File: config.mk
export PLATFORM = sky130hd
export DESIGN_NAME = polyline_arrow_marker_placer_flat
export DESIGN_NICKNAME = d
export VERILOG_FILES = /design/src/hdl/pama_pkg.sv /design/src/hdl/pama_if.sv /design/src/hdl/pama_div.sv /design/src/hdl/polyline_arrow_marker_placer.sv /design/src/flat_wrapper.sv
export VERILOG_INCLUDE_DIRS = /design/src /design/src/hdl
export SDC_FILE = /design/constraint.sdc
export NUM_CORES = 2
export LEC_CHECK = 0
export BUFFER_PORTS_ARGS = -buffer_cell sky130_fd_sc_hd__buf_2
export CAP_MARGIN = 30
export CORE_MARGIN = 4
export CORE_UTILIZATION = 35
export DETAILED_ROUTE_END_ITERATION = 16
export GPL_ROUTABILITY_DRIVEN = 0
export PLACE_DENSITY = 0.52
export SLEW_MARGIN = 20
export SYNTH_ARGS = -nofsm -noshare
export SYNTH_HDL_FRONTEND = slang
export SYNTH_SLANG_ARGS = --single-unit
export TNS_END_PERCENT = 100
File: constraint.sdc
create_clock -name clk -period 11.7 [get_ports clk]
set_input_delay 0.585 -clock clk [delete_from_list [all_inputs] [get_ports clk]]
set_output_delay 0.585 -clock clk [all_outputs]
set_load 0.01 [all_outputs]
File: src/hdl/polyline_arrow_marker_placer_assert.svh
// assertion macros for the polyline arrow marker placer
`ifndef POLYLINE_ARROW_MARKER_PLACER_ASSERT_SVH
`define POLYLINE_ARROW_MARKER_PLACER_ASSERT_SVH
`ifndef ASSERT_OFF
`define PAMA_ASSERT_ALWAYS(lbl, clk, rstn, cond, msg) \
  lbl: assert property (@(posedge clk) disable iff (!rstn) (cond)) else $error(msg);
`define PAMA_ASSERT_IMPLY(lbl, clk, rstn, ante, cons, msg) \
  lbl: assert property (@(posedge clk) disable iff (!rstn) (ante) |-> (cons)) else $error(msg);
`define PAMA_ASSERT_NEXT(lbl, clk, rstn, ante, cons, msg) \
  lbl: assert property (@(posedge clk) disable iff (!rstn) (ante) |=> (cons)) else $error(msg);
`else
`define PAMA_ASSERT_ALWAYS(lbl, clk, rstn, cond, msg)
`define PAMA_ASSERT_IMPLY(lbl, clk, rstn, ante, cons, msg)
`define PAMA_ASSERT_NEXT(lbl, clk, rstn, ante, cons, msg)
`endif
`endif

File: src/hdl/pama_pkg.sv
// shared types and constants for the polyline arrow marker placer
`timescale 1ns / 1ps
package pama_pkg;
  localparam int OUT_W       = 17;
  localparam int ALEN_W      = 8;
  localparam int SPC_W       = 12;
  localparam int ACC_W       = 32;
  localparam int MAX_ARROWS  = 64;
  localparam int CNT_W       = 7;
  localparam int CFG_W       = 12;

  localparam logic [ALEN_W-1:0] ARROW_LEN_RST = 8'd10;
  localparam logic [SPC_W-1:0]  SPACING_RST   = 12'd100;

  typedef logic signed [OUT_W-1:0] coord_t;

  typedef enum logic {
    REG_ARROW_LENGTH   = 1'b0,
    REG_MARKER_SPACING = 1'b1
  } cfg_idx_t;

  typedef enum logic [3:0] {
    S_IDLE, S_MULX, S_MULY, S_SQLD, S_SQRT, S_SEG,
    S_PREP, S_DLD, S_DIV, S_CHECK, S_EMIT
  } state_t;

  typedef enum logic [2:0] {
    J_TX, J_TY, J_HX, J_HY, J_BX, J_BY, J_SKIP
  } job_t;

  typedef struct packed {
    logic start;
  } div_ctl_t;

  typedef struct packed {
    logic busy;
    logic done;
  } div_sts_t;
endpackage

File: src/hdl/pama_if.sv
// request channel interfaces for vertices and arrows
`timescale 1ns / 1ps
interface pama_in_if #(parameter int COORD_BITS = 12);
  logic                         valid;
  logic                         ready;
  logic signed [COORD_BITS-1:0] vertex_x;
  logic signed [COORD_BITS-1:0] vertex_y;
  logic                         line_start;
  modport source (output valid, vertex_x, vertex_y, line_start, input ready);
  modport sink   (input valid, vertex_x, vertex_y, line_start, output ready);
endinterface

interface pama_out_if;
  logic                 valid;
  logic                 ready;
  pama_pkg::coord_t     base_x;
  pama_pkg::coord_t     base_y;
  pama_pkg::coord_t     left_x;
  pama_pkg::coord_t     left_y;
  pama_pkg::coord_t     tip_x;
  pama_pkg::coord_t     tip_y;
  pama_pkg::coord_t     right_x;
  pama_pkg::coord_t     right_y;
  logic                 last_arrow;
  modport source (output valid, base_x, base_y, left_x, left_y, tip_x, tip_y,
                  right_x, right_y, last_arrow, input ready);
  modport sink   (input valid, base_x, base_y, left_x, left_y, tip_x, tip_y,
                  right_x, right_y, last_arrow, output ready);
endinterface

File: src/hdl/pama_div.sv
// bit-serial restoring divider, one quotient bit per cycle
`timescale 1ns / 1ps
module pama_div #(
  parameter int NW = 34,
  parameter int DW = 18
) (
  input  logic               clk,
  input  logic               rst_n,
  input  pama_pkg::div_ctl_t ctl,
  input  logic [NW-1:0]      num,
  input  logic [DW-1:0]      den,
  output pama_pkg::div_sts_t sts,
  output logic [NW-1:0]      quo,
  output logic [DW-1:0]      rem
);
  localparam int CW = $clog2(NW);

  logic [NW-1:0] acc_r, acc_nxt;
  logic [DW-1:0] rem_r, rem_nxt;
  logic [DW-1:0] den_r;
  logic [CW-1:0] cnt_r;
  logic          busy_r, done_r;
  logic [DW:0]   trial;
  logic [DW:0]   diff;
  logic          ge;

  always_comb begin
    trial   = {rem_r, acc_r[NW-1]};
    diff    = trial - {1'b0, den_r};
    ge      = trial >= {1'b0, den_r};
    rem_nxt = ge ? diff[DW-1:0] : trial[DW-1:0];
    acc_nxt = {acc_r[NW-2:0], ge};
  end

  always_ff @(posedge clk) begin
    if (!rst_n) begin
      busy_r <= 1'b0;
      done_r <= 1'b0;
      cnt_r  <= '0;
    end else begin
      done_r <= 1'b0;
      if (ctl.start) begin
        busy_r <= 1'b1;
        cnt_r  <= '0;
      end else if (busy_r) begin
        cnt_r <= cnt_r + 1'b1;
        if (cnt_r == CW'(NW - 1)) begin
          busy_r <= 1'b0;
          done_r <= 1'b1;
        end
      end
    end
  end

  always_ff @(posedge clk) begin
    if (ctl.start) begin
      acc_r <= num;
      rem_r <= '0;
      den_r <= den;
    end else if (busy_r) begin
      acc_r <= acc_nxt;
      rem_r <= rem_nxt;
    end
  end

  assign sts.busy = busy_r;
  assign sts.done = done_r;
  assign quo      = acc_r;
  assign rem      = rem_r;
endmodule

File: src/hdl/polyline_arrow_marker_placer.sv
// polyline arrow marker placer top level
//
// in_vtx takes one polyline vertex per request (x, y, line start). The first
// vertex of a line is only stored; each later one closes a segment whose
// length is found with a bit-serial square root. Four per-segment arrow
// offsets then go through the shared bit-serial divider, and every arrow
// needs two more divisions for its base. The divider is NW bits wide (NW is
// about 2*COORD_BITS+2*FRAC_BITS+2, 34 by default). A vertex gives up to 64
// arrows; a vertex that closes no segment is taken without leaving idle.
// in_vtx.ready is high only while no vertex is in work.
// out_arw carries one arrow per request from an output register; the next
// arrow is worked out while it waits, and the sequencer holds only when a
// second arrow is ready before the first is taken. last_arrow marks the
// final arrow of a vertex.
// cfg_we writes arrow length (index 0) or marker spacing (index 1) at once.
// After reset (rst_n low, synchronous) no vertex is stored, lengths are zero,
// arrow length is 10 and spacing is 100.
`timescale 1ns / 1ps
`include "polyline_arrow_marker_placer_assert.svh"
module polyline_arrow_marker_placer #(
  parameter int COORD_BITS = 12,
  parameter int FRAC_BITS  = 4
) (
  input  logic                          clk,
  input  logic                          rst_n,
  pama_in_if.sink                       in_vtx,
  pama_out_if.source                    out_arw,
  input  logic                          cfg_we,
  input  pama_pkg::cfg_idx_t            cfg_index,
  input  logic [pama_pkg::CFG_W-1:0]    cfg_wdata
);
  localparam int C    = COORD_BITS;
  localparam int F    = FRAC_BITS;
  localparam int OW   = pama_pkg::OUT_W;
  localparam int AW   = pama_pkg::ACC_W;
  localparam int LW   = C + 1 + F;
  localparam int SQW  = 2 * LW;
  localparam int D2W  = 2 * C + 1;
  localparam int PW   = LW + C;
  localparam int GW   = pama_pkg::SPC_W + F;
  localparam int NWB  = LW + C + F + 1;
  localparam int NWT  = pama_pkg::ALEN_W + C + 2 * F + 1;
  localparam int NW   = (NWB > NWT) ? NWB : NWT;
  localparam int DW   = ((LW + 1) > GW) ? (LW + 1) : GW;
  localparam int SCW  = $clog2(LW);
  localparam int CNW  = pama_pkg::CNT_W;

  pama_pkg::state_t state_r, state_nxt;
  pama_pkg::job_t   job_r, job_nxt;

  logic                          have_r, have_nxt;
  logic signed [C-1:0]           prev_x_r, prev_x_nxt, prev_y_r, prev_y_nxt;
  logic signed [C-1:0]           x0_r, x0_nxt, y0_r, y0_nxt;
  logic [C-1:0]                  mx_r, mx_nxt, my_r, my_nxt;
  logic                          sx_r, sx_nxt, sy_r, sy_nxt;
  logic [D2W-1:0]                d2_r, d2_nxt;
  logic [SQW-1:0]                rad_r, rad_nxt;
  logic [LW+1:0]                 srem_r, srem_nxt;
  logic [LW-1:0]                 root_r, root_nxt;
  logic [SCW-1:0]                sq_cnt_r, sq_cnt_nxt;
  logic [AW-1:0]                 total_r, total_nxt, ssl_r, ssl_nxt;
  logic [AW-1:0]                 nmp_r, nmp_nxt, ofs_r, ofs_nxt;
  logic [PW-1:0]                 prod_r, prod_nxt;
  pama_pkg::coord_t              tx_r, tx_nxt, ty_r, ty_nxt, hx_r, hx_nxt, hy_r, hy_nxt;
  pama_pkg::coord_t              bx_r, bx_nxt, by_r, by_nxt;
  logic [CNW-1:0]                cnt_r, cnt_nxt;
  logic [pama_pkg::ALEN_W-1:0]   alen_r;
  logic [pama_pkg::SPC_W-1:0]    spc_r;

  logic                          ov_r, ov_nxt, oload;
  pama_pkg::coord_t              o_bx_r, o_by_r, o_lx_r, o_ly_r;
  pama_pkg::coord_t              o_tx_r, o_ty_r, o_rx_r, o_ry_r;
  logic                          o_last_r, o_last_nxt;

  // datapath helpers
  logic signed [C:0]             dx, dy;
  logic [C:0]                    adx, ady;
  logic [LW-1:0]                 mul_a;
  logic [C-1:0]                  mul_b;
  logic [PW-1:0]                 mul_p;
  logic [LW+2:0]                 sq_t, sq_trial, sq_diff;
  logic [AW-1:0]                 len32, ofs_step;
  logic [GW-1:0]                 gap;
  logic [pama_pkg::SPC_W-1:0]    spc_eff;
  logic [NW-1:0]                 div_num, prod_w;
  logic [DW-1:0]                 div_den;
  logic [NW-1:0]                 div_q;
  logic [DW-1:0]                 div_r;
  pama_pkg::div_ctl_t            div_ctl;
  pama_pkg::div_sts_t            div_sts;
  logic [OW-1:0]                 q17;
  logic                          res_neg;
  pama_pkg::coord_t              res;
  logic signed [C+F-1:0]         x0f, y0f;
  logic                          in_range;
  logic [LW-1:0]                 skip_num;

  pama_div #(.NW(NW), .DW(DW)) u_div (
    .clk  (clk),
    .rst_n(rst_n),
    .ctl  (div_ctl),
    .num  (div_num),
    .den  (div_den),
    .sts  (div_sts),
    .quo  (div_q),
    .rem  (div_r)
  );

  always_comb begin
    dx      = {in_vtx.vertex_x[C-1], in_vtx.vertex_x} - {prev_x_r[C-1], prev_x_r};
    dy      = {in_vtx.vertex_y[C-1], in_vtx.vertex_y} - {prev_y_r[C-1], prev_y_r};
    adx     = dx[C] ? -dx : dx;
    ady     = dy[C] ? -dy : dy;
    len32   = AW'(root_r);
    spc_eff = (spc_r == '0) ? pama_pkg::SPC_W'(1) : spc_r;
    gap     = GW'(spc_eff) << F;
    ofs_step = ofs_r + AW'(gap);
    in_range = ofs_r <= len32;
    x0f     = signed'({x0_r, {F{1'b0}}});
    y0f     = signed'({y0_r, {F{1'b0}}});
    sq_t     = {srem_r[LW:0], rad_r[SQW-1 -: 2]};
    sq_trial = {1'b0, root_r, 2'b01};
    sq_diff  = sq_t - sq_trial;
    q17     = div_q[OW-1:0];
    res_neg = (job_r == pama_pkg::J_TX || job_r == pama_pkg::J_HX ||
               job_r == pama_pkg::J_BX) ? sx_r : sy_r;
    res     = res_neg ? pama_pkg::coord_t'(-q17) : pama_pkg::coord_t'(q17);
    skip_num = root_r - ofs_r[LW-1:0];
    prod_w  = NW'(prod_r);
  end

  // shared multiplier operand selection
  always_comb begin
    mul_a = LW'(mx_r);
    mul_b = mx_r;
    case (state_r)
      pama_pkg::S_MULY: begin
        mul_a = LW'(my_r);
        mul_b = my_r;
      end
      pama_pkg::S_PREP: begin
        if (job_r == pama_pkg::J_BX || job_r == pama_pkg::J_BY) begin
          mul_a = ofs_r[LW-1:0];
        end else begin
          mul_a = LW'(alen_r);
        end
        if (job_r == pama_pkg::J_TX || job_r == pama_pkg::J_HX ||
            job_r == pama_pkg::J_BX) begin
          mul_b = mx_r;
        end else begin
          mul_b = my_r;
        end
      end
      default: begin
        mul_a = LW'(mx_r);
        mul_b = mx_r;
      end
    endcase
    mul_p = PW'(mul_a * mul_b);
  end

  // divider operand set-up
  always_comb begin
    case (job_r)
      pama_pkg::J_TX, pama_pkg::J_TY: begin
        div_num = (prod_w << (2 * F)) + NW'(root_r >> 1);
        div_den = DW'(root_r);
      end
      pama_pkg::J_HX, pama_pkg::J_HY: begin
        div_num = (prod_w << (2 * F)) + NW'(root_r);
        div_den = DW'(root_r) << 1;
      end
      pama_pkg::J_BX, pama_pkg::J_BY: begin
        div_num = (prod_w << F) + NW'(root_r >> 1);
        div_den = DW'(root_r);
      end
      default: begin
        div_num = NW'(skip_num);
        div_den = DW'(gap);
      end
    endcase
  end

  always_comb begin
    state_nxt   = state_r;
    job_nxt     = job_r;
    have_nxt    = have_r;
    prev_x_nxt  = prev_x_r;
    prev_y_nxt  = prev_y_r;
    x0_nxt      = x0_r;
    y0_nxt      = y0_r;
    mx_nxt      = mx_r;
    my_nxt      = my_r;
    sx_nxt      = sx_r;
    sy_nxt      = sy_r;
    d2_nxt      = d2_r;
    rad_nxt     = rad_r;
    srem_nxt    = srem_r;
    root_nxt    = root_r;
    sq_cnt_nxt  = sq_cnt_r;
    total_nxt   = total_r;
    ssl_nxt     = ssl_r;
    nmp_nxt     = nmp_r;
    ofs_nxt     = ofs_r;
    prod_nxt    = prod_r;
    tx_nxt      = tx_r;
    ty_nxt      = ty_r;
    hx_nxt      = hx_r;
    hy_nxt      = hy_r;
    bx_nxt      = bx_r;
    by_nxt      = by_r;
    cnt_nxt     = cnt_r;
    o_last_nxt  = 1'b0;
    oload       = 1'b0;
    div_ctl.start = 1'b0;
    in_vtx.ready  = (state_r == pama_pkg::S_IDLE);

    case (state_r)
      pama_pkg::S_IDLE: begin
        if (in_vtx.valid) begin
          prev_x_nxt = in_vtx.vertex_x;
          prev_y_nxt = in_vtx.vertex_y;
          cnt_nxt    = '0;
          if (in_vtx.line_start || !have_r) begin
            have_nxt  = 1'b1;
            total_nxt = '0;
            ssl_nxt   = '0;
            nmp_nxt   = '0;
          end else if (dx != '0 || dy != '0) begin
            x0_nxt    = prev_x_r;
            y0_nxt    = prev_y_r;
            mx_nxt    = adx[C-1:0];
            my_nxt    = ady[C-1:0];
            sx_nxt    = dx[C];
            sy_nxt    = dy[C];
            state_nxt = pama_pkg::S_MULX;
          end
        end
      end
      pama_pkg::S_MULX: begin
        d2_nxt    = D2W'(mul_p);
        state_nxt = pama_pkg::S_MULY;
      end
      pama_pkg::S_MULY: begin
        d2_nxt    = d2_r + D2W'(mul_p);
        state_nxt = pama_pkg::S_SQLD;
      end
      pama_pkg::S_SQLD: begin
        rad_nxt    = SQW'(d2_r) << (2 * F);
        srem_nxt   = '0;
        root_nxt   = '0;
        sq_cnt_nxt = '0;
        state_nxt  = pama_pkg::S_SQRT;
      end
      pama_pkg::S_SQRT: begin
        rad_nxt = rad_r << 2;
        if (sq_t >= sq_trial) begin
          srem_nxt = sq_diff[LW+1:0];
          root_nxt = {root_r[LW-2:0], 1'b1};
        end else begin
          srem_nxt = sq_t[LW+1:0];
          root_nxt = {root_r[LW-2:0], 1'b0};
        end
        sq_cnt_nxt = sq_cnt_r + 1'b1;
        if (sq_cnt_r == SCW'(LW - 1)) begin
          state_nxt = pama_pkg::S_SEG;
        end
      end
      pama_pkg::S_SEG: begin
        ssl_nxt   = total_r;
        total_nxt = total_r + len32;
        ofs_nxt   = nmp_r - total_r;
        job_nxt   = pama_pkg::J_TX;
        state_nxt = pama_pkg::S_PREP;
      end
      pama_pkg::S_PREP: begin
        prod_nxt  = mul_p;
        state_nxt = pama_pkg::S_DLD;
      end
      pama_pkg::S_DLD: begin
        div_ctl.start = 1'b1;
        state_nxt     = pama_pkg::S_DIV;
      end
      pama_pkg::S_DIV: begin
        if (div_sts.done) begin
          state_nxt = pama_pkg::S_PREP;
          case (job_r)
            pama_pkg::J_TX: begin
              tx_nxt  = res;
              job_nxt = pama_pkg::J_TY;
            end
            pama_pkg::J_TY: begin
              ty_nxt  = res;
              job_nxt = pama_pkg::J_HX;
            end
            pama_pkg::J_HX: begin
              hx_nxt  = res;
              job_nxt = pama_pkg::J_HY;
            end
            pama_pkg::J_HY: begin
              hy_nxt    = res;
              state_nxt = pama_pkg::S_CHECK;
            end
            pama_pkg::J_BX: begin
              bx_nxt  = pama_pkg::coord_t'(x0f) + res;
              job_nxt = pama_pkg::J_BY;
            end
            pama_pkg::J_BY: begin
              by_nxt    = pama_pkg::coord_t'(y0f) + res;
              state_nxt = pama_pkg::S_EMIT;
            end
            default: begin
              nmp_nxt   = nmp_r + AW'(skip_num) - AW'(div_r) + AW'(gap);
              state_nxt = pama_pkg::S_IDLE;
            end
          endcase
        end
      end
      pama_pkg::S_CHECK: begin
        if (in_range && cnt_r < CNW'(pama_pkg::MAX_ARROWS)) begin
          job_nxt   = pama_pkg::J_BX;
          state_nxt = pama_pkg::S_PREP;
        end else if (in_range) begin
          job_nxt   = pama_pkg::J_SKIP;
          state_nxt = pama_pkg::S_DLD;
        end else begin
          state_nxt = pama_pkg::S_IDLE;
        end
      end
      pama_pkg::S_EMIT: begin
        if (!ov_r || out_arw.ready) begin
          oload      = 1'b1;
          o_last_nxt = (cnt_r == CNW'(pama_pkg::MAX_ARROWS - 1)) || (ofs_step > len32);
          cnt_nxt    = cnt_r + 1'b1;
          nmp_nxt    = nmp_r + AW'(gap);
          ofs_nxt    = ofs_step;
          state_nxt  = pama_pkg::S_CHECK;
        end
      end
      default: begin
        state_nxt = pama_pkg::S_IDLE;
      end
    endcase

    ov_nxt = oload ? 1'b1 : (out_arw.ready ? 1'b0 : ov_r);
  end

  always_ff @(posedge clk) begin
    if (!rst_n) begin
      state_r  <= pama_pkg::S_IDLE;
      job_r    <= pama_pkg::J_TX;
      have_r   <= 1'b0;
      prev_x_r <= '0;
      prev_y_r <= '0;
      total_r  <= '0;
      ssl_r    <= '0;
      nmp_r    <= '0;
      ofs_r    <= '0;
      cnt_r    <= '0;
      sq_cnt_r <= '0;
      ov_r     <= 1'b0;
      alen_r   <= pama_pkg::ARROW_LEN_RST;
      spc_r    <= pama_pkg::SPACING_RST;
    end else begin
      state_r  <= state_nxt;
      job_r    <= job_nxt;
      have_r   <= have_nxt;
      prev_x_r <= prev_x_nxt;
      prev_y_r <= prev_y_nxt;
      total_r  <= total_nxt;
      ssl_r    <= ssl_nxt;
      nmp_r    <= nmp_nxt;
      ofs_r    <= ofs_nxt;
      cnt_r    <= cnt_nxt;
      sq_cnt_r <= sq_cnt_nxt;
      ov_r     <= ov_nxt;
      if (cfg_we) begin
        case (cfg_index)
          pama_pkg::REG_ARROW_LENGTH:   alen_r <= cfg_wdata[pama_pkg::ALEN_W-1:0];
          pama_pkg::REG_MARKER_SPACING: spc_r  <= cfg_wdata[pama_pkg::SPC_W-1:0];
          default: begin
            alen_r <= alen_r;
          end
        endcase
      end
    end
  end

  always_ff @(posedge clk) begin
    x0_r   <= x0_nxt;
    y0_r   <= y0_nxt;
    mx_r   <= mx_nxt;
    my_r   <= my_nxt;
    sx_r   <= sx_nxt;
    sy_r   <= sy_nxt;
    d2_r   <= d2_nxt;
    rad_r  <= rad_nxt;
    srem_r <= srem_nxt;
    root_r <= root_nxt;
    prod_r <= prod_nxt;
    tx_r   <= tx_nxt;
    ty_r   <= ty_nxt;
    hx_r   <= hx_nxt;
    hy_r   <= hy_nxt;
    bx_r   <= bx_nxt;
    by_r   <= by_nxt;
    if (oload) begin
      o_bx_r   <= bx_r;
      o_by_r   <= by_r;
      o_lx_r   <= bx_r - hy_r;
      o_ly_r   <= by_r + hx_r;
      o_tx_r   <= bx_r + tx_r;
      o_ty_r   <= by_r + ty_r;
      o_rx_r   <= bx_r + hy_r;
      o_ry_r   <= by_r - hx_r;
      o_last_r <= o_last_nxt;
    end
  end

  assign out_arw.valid      = ov_r;
  assign out_arw.base_x     = o_bx_r;
  assign out_arw.base_y     = o_by_r;
  assign out_arw.left_x     = o_lx_r;
  assign out_arw.left_y     = o_ly_r;
  assign out_arw.tip_x      = o_tx_r;
  assign out_arw.tip_y      = o_ty_r;
  assign out_arw.right_x    = o_rx_r;
  assign out_arw.right_y    = o_ry_r;
  assign out_arw.last_arrow = o_last_r;

  `PAMA_ASSERT_ALWAYS(a_cnt_max, clk, rst_n, cnt_r <= CNW'(pama_pkg::MAX_ARROWS), "arrow count overrun")
  `PAMA_ASSERT_IMPLY(a_div_done, clk, rst_n, div_sts.done, state_r == pama_pkg::S_DIV, "divider result unclaimed")
  `PAMA_ASSERT_IMPLY(a_div_start, clk, rst_n, div_ctl.start, !div_sts.busy, "divider restarted while busy")
  `PAMA_ASSERT_IMPLY(a_ofs_track, clk, rst_n, state_r == pama_pkg::S_CHECK, ofs_r == (nmp_r - ssl_r), "marker offset out of step")
  `PAMA_ASSERT_NEXT(a_emit_load, clk, rst_n, (state_r == pama_pkg::S_EMIT) && (!ov_r || out_arw.ready), ov_r, "arrow not presented")
endmodule

File: src/flat_wrapper.sv
// flat-port wrapper written by rule: the top's interface ports become plain ports
module polyline_arrow_marker_placer_flat 
#(
  parameter int COORD_BITS = 12,
  parameter int FRAC_BITS  = 4
)
  (clk, rst_n, cfg_we, cfg_index, cfg_wdata, in_vtx_valid, in_vtx_vertex_x, in_vtx_vertex_y, in_vtx_line_start, in_vtx_ready, out_arw_valid, out_arw_base_x, out_arw_base_y, out_arw_left_x, out_arw_left_y, out_arw_tip_x, out_arw_tip_y, out_arw_right_x, out_arw_right_y, out_arw_last_arrow, out_arw_ready);
  pama_in_if #(.COORD_BITS(COORD_BITS)) in_vtx_i ();
  pama_out_if out_arw_i ();
  input  logic clk;
  input  logic rst_n;
  input  logic cfg_we;
  input  pama_pkg::cfg_idx_t cfg_index;
  input  logic [pama_pkg::CFG_W-1:0] cfg_wdata;
  input wire logic [$bits(in_vtx_i.valid)-1:0] in_vtx_valid;
  input wire logic [$bits(in_vtx_i.vertex_x)-1:0] in_vtx_vertex_x;
  input wire logic [$bits(in_vtx_i.vertex_y)-1:0] in_vtx_vertex_y;
  input wire logic [$bits(in_vtx_i.line_start)-1:0] in_vtx_line_start;
  output wire logic [$bits(in_vtx_i.ready)-1:0] in_vtx_ready;
  output wire logic [$bits(out_arw_i.valid)-1:0] out_arw_valid;
  output wire logic [$bits(out_arw_i.base_x)-1:0] out_arw_base_x;
  output wire logic [$bits(out_arw_i.base_y)-1:0] out_arw_base_y;
  output wire logic [$bits(out_arw_i.left_x)-1:0] out_arw_left_x;
  output wire logic [$bits(out_arw_i.left_y)-1:0] out_arw_left_y;
  output wire logic [$bits(out_arw_i.tip_x)-1:0] out_arw_tip_x;
  output wire logic [$bits(out_arw_i.tip_y)-1:0] out_arw_tip_y;
  output wire logic [$bits(out_arw_i.right_x)-1:0] out_arw_right_x;
  output wire logic [$bits(out_arw_i.right_y)-1:0] out_arw_right_y;
  output wire logic [$bits(out_arw_i.last_arrow)-1:0] out_arw_last_arrow;
  input wire logic [$bits(out_arw_i.ready)-1:0] out_arw_ready;
  assign in_vtx_i.valid = in_vtx_valid;
  assign in_vtx_i.vertex_x = in_vtx_vertex_x;
  assign in_vtx_i.vertex_y = in_vtx_vertex_y;
  assign in_vtx_i.line_start = in_vtx_line_start;
  assign in_vtx_ready = in_vtx_i.ready;
  assign out_arw_valid = out_arw_i.valid;
  assign out_arw_base_x = out_arw_i.base_x;
  assign out_arw_base_y = out_arw_i.base_y;
  assign out_arw_left_x = out_arw_i.left_x;
  assign out_arw_left_y = out_arw_i.left_y;
  assign out_arw_tip_x = out_arw_i.tip_x;
  assign out_arw_tip_y = out_arw_i.tip_y;
  assign out_arw_right_x = out_arw_i.right_x;
  assign out_arw_right_y = out_arw_i.right_y;
  assign out_arw_last_arrow = out_arw_i.last_arrow;
  assign out_arw_i.ready = out_arw_ready;
  polyline_arrow_marker_placer #(.COORD_BITS(COORD_BITS), .FRAC_BITS(FRAC_BITS)) u_core (.clk(clk), .rst_n(rst_n), .in_vtx(in_vtx_i), .out_arw(out_arw_i), .cfg_we(cfg_we), .cfg_index(cfg_index), .cfg_wdata(cfg_wdata));
endmodule
Word level (Yosys, flattened, before mapping)

Cells that the tools add are included.

Flip-flop bits (word level): 651
Bits in latches: 0
Memory bits (writable): 0
ROM bits: 0
Output and inout port bits: 139
Memories: 0

Add/sub/neg operators: 30
Multiply operators: 1
Divide/modulo/power cells: 0
$lt $le $gt $ge: 5
Eq/ne operators: 28
Shift-type cells: 0
Muxes and demuxes: 57
Bitwise gates (word level): 4
Reductions and logical operators: 50

Operator list:

| cell             | count |
|---|---|
| $mux W32         | 6 |
| $pmux W32 S2     | 2 |
| $pmux W34 S3     | 1 |
| $add A32 B16 Y32 | 3 |
| $pmux W32 S3     | 1 |
| $pmux W18 S2     | 2 |
| $add A17 B17 Y17 | 4 |
| $mux W34         | 2 |
| $pmux W17 S2     | 2 |
| $pmux W34 S2     | 1 |
| $add A32 B17 Y32 | 2 |
| $sub A17 B17 Y17 | 3 |
| $pmux W25 S2     | 1 |
| $mux W12         | 4 |
| $pmux W4 S11     | 1 |
| $mux W18         | 2 |
| $sub A18 B18 Y18 | 2 |
| $add A16 B17 Y17 | 2 |
| $add A33 B16 Y34 | 1 |
| $add A34 B16 Y34 | 1 |
| $add A34 B17 Y34 | 1 |
| $mux W17         | 2 |
| $gt A32 B17 Y1   | 1 |
| $le A32 B17 Y1   | 1 |
| other kinds (55) | 127 |

Longest topological paths before layout

Depth after elaboration: 8
Gate-level depth with buffers: 41

Cells and area by module

From an unflattened synthesis, not the netlist that was laid out.

Cell total of the unflattened synthesis: 5504
Area, all modules: 50782.5 sq um

By module, submodules not included:

| module                       | times used | cells an instance | area an instance (sq um) |
|---|---|---|---|
| polyline_arrow_marker_placer | 1          | 5114              | 46538.4 |
| pama_div                     | 1          | 390               | 4244.1 |

Worst setup path after synthesis

OpenSTA, ideal clock, no wires.

Kind: register to register
From: register u_core.state_r[2]
To: register u_core.d2_r[24], data pin
Setup time: 261 ps
Data arrival time: 8090 ps
Setup slack: 3349 ps
Stages on the path, launching flop included: 38
Path buffers: 2
Clock period less this slack: 8351 ps
Cell sequence: dfxtp_1 > buf_2 > inv_1 > nor2_1 > nand2_1 > clkbuf_1 > inv_1 > nand2_1 > o21ai_0 > nand2_1 > o21ai_0 > fa_1 > ha_1 > fa_1 > inv_1 > fa_1 > fa_1 > inv_1 > [2 not listed] > o21ai_0 > o21a_1 > nor2_1 > nor2b_1 > o21ai_0 > nand2_1 > xnor2_1 > ha_1 > a21oi_1 > nor2b_1 > o21ai_0 > o311ai_0 > a41o_1 > o41ai_1 > o21ai_0 > xor2_1 > nand2_1 > xnor2_1

Cells in the longest elaborated chain, start to end: 5
Elaborated cells between the ends (all ways): 8

Ends and longest elaborated chain:

| item                                         | RTL line                            | text |
|---|---|---|
| start, declared                              | polyline_arrow_marker_placer.sv:48  | `pama_pkg::state_t state_r, state_nxt;` |
| start signal, assigned                       | polyline_arrow_marker_placer.sv:350 | `state_r <= pama_pkg::S_IDLE;` |
| start signal, assigned                       | polyline_arrow_marker_placer.sv:365 | `state_r <= state_nxt;` |
| $eq A4 B3 Y1 or $eq A4 B2 Y1 (tied branches) | polyline_arrow_marker_placer.sv:136 | `case (state_r)` |
| $pmux W17 S2 or $pmux W12 S2 (tied branches) | polyline_arrow_marker_placer.sv:136 |  |
| $mul A17 B12 Y29 (*)                         | polyline_arrow_marker_placer.sv:159 | `mul_p = PW'(mul_a * mul_b);` |
| named net u_core.mul_p[11]                   | polyline_arrow_marker_placer.sv:80  | `logic [PW-1:0] mul_p;` |
| $add A25 B25 Y25 (*)                         | polyline_arrow_marker_placer.sv:245 | `d2_nxt = d2_r + D2W'(mul_p);` |
| $pmux W25 S2 (*)                             | polyline_arrow_marker_placer.sv:218 | `case (state_r)` |
| named net u_core.d2_nxt[24]                  | polyline_arrow_marker_placer.sv:56  | `logic [D2W-1:0] d2_r, d2_nxt;` |
| end signal, assigned                         | polyline_arrow_marker_placer.sv:396 | `d2_r <= d2_nxt;` |
| end, declared                                | polyline_arrow_marker_placer.sv:56  |  |

The timed path passes the listed nets; every way through them passes the cells marked *.
A chain may end at the register's enable or synchronous reset.

Worst setup path after layout

Ends and elaborated chain as after synthesis.

==> metrics.md <==
| Metric | Value |
|---|---|
| # Post-CTS Setup Buffers | 0 |
| Pleak | 23.1 nW |
| Layout Cells excl Fill | 7447 |
| Worst Max-Slew Pin Slew | 0.984 ns |
| Placed Cells | 7293 |
| Hold_ws | 0.154 ns |
| Cell Int Power | 7.40 mW |
| R2R depth | 35 |
| Count of different cell masters after synthesis | 85 |
| Pwr Total | 13.0 mW |
| Setup TNS | 0 ns |
| Final core occ | 39.6% |
| Filler instances | 14037 |
| CTS max path bufs | 3 |
| WP data arrival | 10.80 ns |
| Post-DP HPWL | 115000 µm |
| Clock Latency Late Sink | 0.69 ns |
| Mapped Cells | 5342 |
| FF-to-FF Start | u_core.state_r[2] |
| Status | finished clean |
| CP Launch Point | u_core.state_r[2] |
| Clock Skew | 0.0492 ns |
| EDFF count, synth | 454 |
| DRC viols | 0 |
| Design area | 55200 µm² |
| Comb power frac | 58.4% |
| Minimum clock period | 10.38 ns |
| Initial drt markers | 3018 |
| Sequential element share of the synthesized area | 35.3% |
| Largest net degree at the start of global routing | 83 |
| Via density | 5.25 |
| Die Wd | 383 µm |
| VDD IR max | 0.500 mV |
| Pre-antenna DRT Iters | 6 |
| Core Area | 140000 µm² |
| Post-route ant nets | 0 |
| Post-place setup slack | 1.47 ns |
| Crit Path Category | register to register |
| Die area | 147000 µm² |
| Layout cells sized above 1 | 8.12% |
| Slowest cell on crit path | dfxtp_1 |
| Maximum capacitance violations | 0 |
| Synth warn | 0 |
| Num CTS Buffers | 77 |
| Placed inst area | 52400 µm² |
| CTS root buffer | clkbuf_16 |
| Reg clk slew, reported paths | 0.06 ns |
| Setup crit end | u_core.d2_r[24] |
| Port Buffer Count | 181 |
| Post-CTS Hold Fix Bufs | 0 |
| Type of origin of the critical path | register |
| Final WS setup | 1.32 ns |
| Req. time, crit path | 12.12 ns |
| Worst Setup End Kind | register |
| Psw | 5.62 mW |
| Antenna violations before repair | 10 |
| Sequential Power Share | 22.3% |
| Vias in the first global route | 37530 |
| Nets | 6230 |
| Reg2reg setup slack | 1.32 ns |
| CTS tree | yes |
| GRT Residual Overflow | 0 |
| Mapped Avg Cell Area | 9.21 µm² |
| H-Tree Depth | 3 |
| First-pass GRT wire length | 226000 µm |
| Power density cells | 236 nW/µm² |
| DIE HEIGHT | 383 µm |
| Pins Over Slew Limit | 0 |
| Clock power share | 19.4% |
| Global-route usage over all layers | 19.7% |
| IO Count | 182 |
| Synth Flop Type | edfxtp_1 |
| Final period util | 88.8% |
| Final Setup Violations | 0 |
| Mapped Nets | 6066 |
| Worst min path class | input port to register |
| Resized cells post-CTS | 0 |
| FF+latch count, synth | 641 |
| Switching share of total power | 43.2% |
| Post-Syn Area | 49200 µm² |
| Final wirelength | 148000 µm |
| Area added between synthesis and finish | 12.2% |
| CP max stage delay | 0.66 ns |
| Fraction of registers with async set/reset | 0% |
| Clk sink count | 641 |
| Worst slew margin | 34.2% |
| Endpoints failing hold | 0 |
| Max Clk Rate | 0.0963 GHz |
| RSZ-0062 raised after global routing | false |
| Crit Path Max Fanout | 19 |
| Site Rows | 137 |
| Starting Density | 35.3% |
| DR vias | 39115 |
| RR Endpoint | u_core.d2_r[24] |
| Avg WL per Cell | 19.8 µm |
| CP most frequent cell | nand2_1 |
==> state kept, by name, summed over array words and instances, names as in the netlist, 17 cells and up <==
name	cells
u_core.bx_r	17
u_core.by_r	17
u_core.d2_r	25
u_core.hx_r	17
u_core.hy_r	17
u_core.nmp_r	32
u_core.ofs_r	32
u_core.out_arw.base_x	17
u_core.out_arw.base_y	17
u_core.out_arw.right_x	17
u_core.out_arw.right_y	17
u_core.out_arw.tip_x	17
u_core.out_arw.tip_y	17
u_core.prod_r	29
u_core.rad_r	26
u_core.root_r	17
u_core.srem_r	18
u_core.total_r	32
u_core.tx_r	17
u_core.ty_r	17
u_core.u_div.den_r	18
u_core.u_div.quo	34
u_core.u_div.rem	18
==> how the worst min path moves through the flow <==
stage / cells after the start / end / startpoint
2_1_floorplan: 0 / u_core.x0_r[10] / u_core.prev_x_r[10]
3_3_place_gp: 2 / u_core.alen_r[7] / u_core.alen_r[7]
3_5_place_dp: 2 / u_core.alen_r[2] / u_core.alen_r[2]
4_1_cts: 3 / u_core.prev_y_r[9] / in_vtx_vertex_y[9]
5_1_grt: 3 / u_core.prev_y_r[6] / in_vtx_vertex_y[6]
6_report: 3 / u_core.prev_y_r[9] / in_vtx_vertex_y[9]
==> area by class of cell <==
cell class	instances	area, µm²	area share [%]
diodes	2	5.00	0.00906
clock buffers	94	2070	3.75
clock inverters	48	607	1.10
inverters	523	1970	3.57
multi-input cells	3999	29300	53.0
flip-flops and latches	641	17400	31.5
well taps	1876	2350	4.25
repair buffers	264	1570	2.84
==> worst max-delay path: cells and delay by family (launching register included) <==
family / cells / cell delay [ns]
DFF: 1 / 0.66
AOI/OAI and AO/OA: 10 / 2.69
adders and majority gates: 7 / 2.97
and+or+nand+nor: 12 / 2.72
xor gates and xnor gates: 3 / 0.57
buffers and inverters: 3 / 0.48
==> placed cells by master, fill, tap and decap left out, drive strengths merged, types with 13 or more instances in the layout <==
cell / netlist / routed
nand2: 655 / 655
inv: 522 / 526
ha: 483 / 483
nor2: 463 / 463
edfxtp: 454 / 454
a21oi: 395 / 395
xnor2: 281 / 281
o21ai: 266 / 266
buf: 25 / 263
fa: 198 / 198
dfxtp: 187 / 187
xor2: 118 / 118
a21o: 103 / 103
nor3: 102 / 102
clkbuf: 154 / 95
nand3: 92 / 92
nor2b: 56 / 56
and2: 51 / 51
a31oi: 50 / 50
o21bai: 44 / 44
nand4: 44 / 44
mux2i: 42 / 42
o21a: 40 / 40
a211oi: 40 / 40
a22oi: 37 / 37
nand2b: 35 / 35
and3: 32 / 32
or3: 32 / 32
clkinv: 1 / 30
a221oi: 27 / 27
nor4: 26 / 26
o211ai: 25 / 25
o31ai: 25 / 25
a21boi: 18 / 18
o41ai: 15 / 15
or2: 14 / 14
nor3b: 13 / 13
==> cell families after synthesis <==
group           Yosys count  synth area share, %
simple gates           1646                 15.0
compound gates         1225                 15.8
buf+inv                 702                 5.40
fa+ha+maj               681                 20.3
flops                   641                 35.3
xor+xnor                399                 7.10
mux                      48                 1.06
==> synthesized netlist by cell type, types with 40 or more instances <==
| master | n | area [µm²] |
|---|---|---|
| mux2i_1 | 42 | 420 |
| o21ai_0 | 261 | 1310 |
| fa_1 | 198 | 3960 |
| nand4_1 | 44 | 275 |
| ha_1 | 483 | 6040 |
| nand2_1 | 655 | 2460 |
| nor3_1 | 102 | 510 |
| nor2_1 | 463 | 1740 |
| inv_1 | 520 | 1950 |
| xnor2_1 | 281 | 2460 |
| clkbuf_1 | 154 | 578 |
| o21bai_1 | 44 | 330 |
| a21oi_1 | 395 | 1980 |
| nor2b_1 | 56 | 350 |
| and2_1 | 51 | 319 |
| edfxtp_1 | 454 | 13600 |
| nand3_1 | 92 | 460 |
| xor2_1 | 118 | 1030 |
| o21a_1 | 40 | 300 |
| a211oi_1 | 40 | 300 |
| a21o_1 | 103 | 773 |
| a31oi_1 | 49 | 307 |
| dfxtp_1 | 187 | 3740 |
==> power groups by stage <==
| stage | Clock (mW) | Sequential, mW | Combinational, mW |
|---|---|---|---|
| after floorplan | 0 | 2.90 | 5.86 |
| after global placement | 0 | 2.95 | 7.51 |
| after detailed placement | 0 | 2.94 | 7.55 |
| after CTS | 2.59 | 2.90 | 7.64 |
| after global routing | 2.69 | 2.91 | 8.67 |
| final | 2.52 | 2.90 | 7.60 |
==> per-layer routing <==
| metal | up-vias | global-route usage [%] | wire (µm) |
|---|---|---|---|
| met3 | 193 | 3.53 | 9850 |
| met2 | 1166 | 30.8 | 64800 |
| met1 | 18725 | 27.8 | 68900 |
| li1 | 19029 | - | - |
| met4 | 2 | 5.75 | 3900 |
| met5 | - | 0 | 13 |
Note: power is estimated with default switching activity, not from simulation.
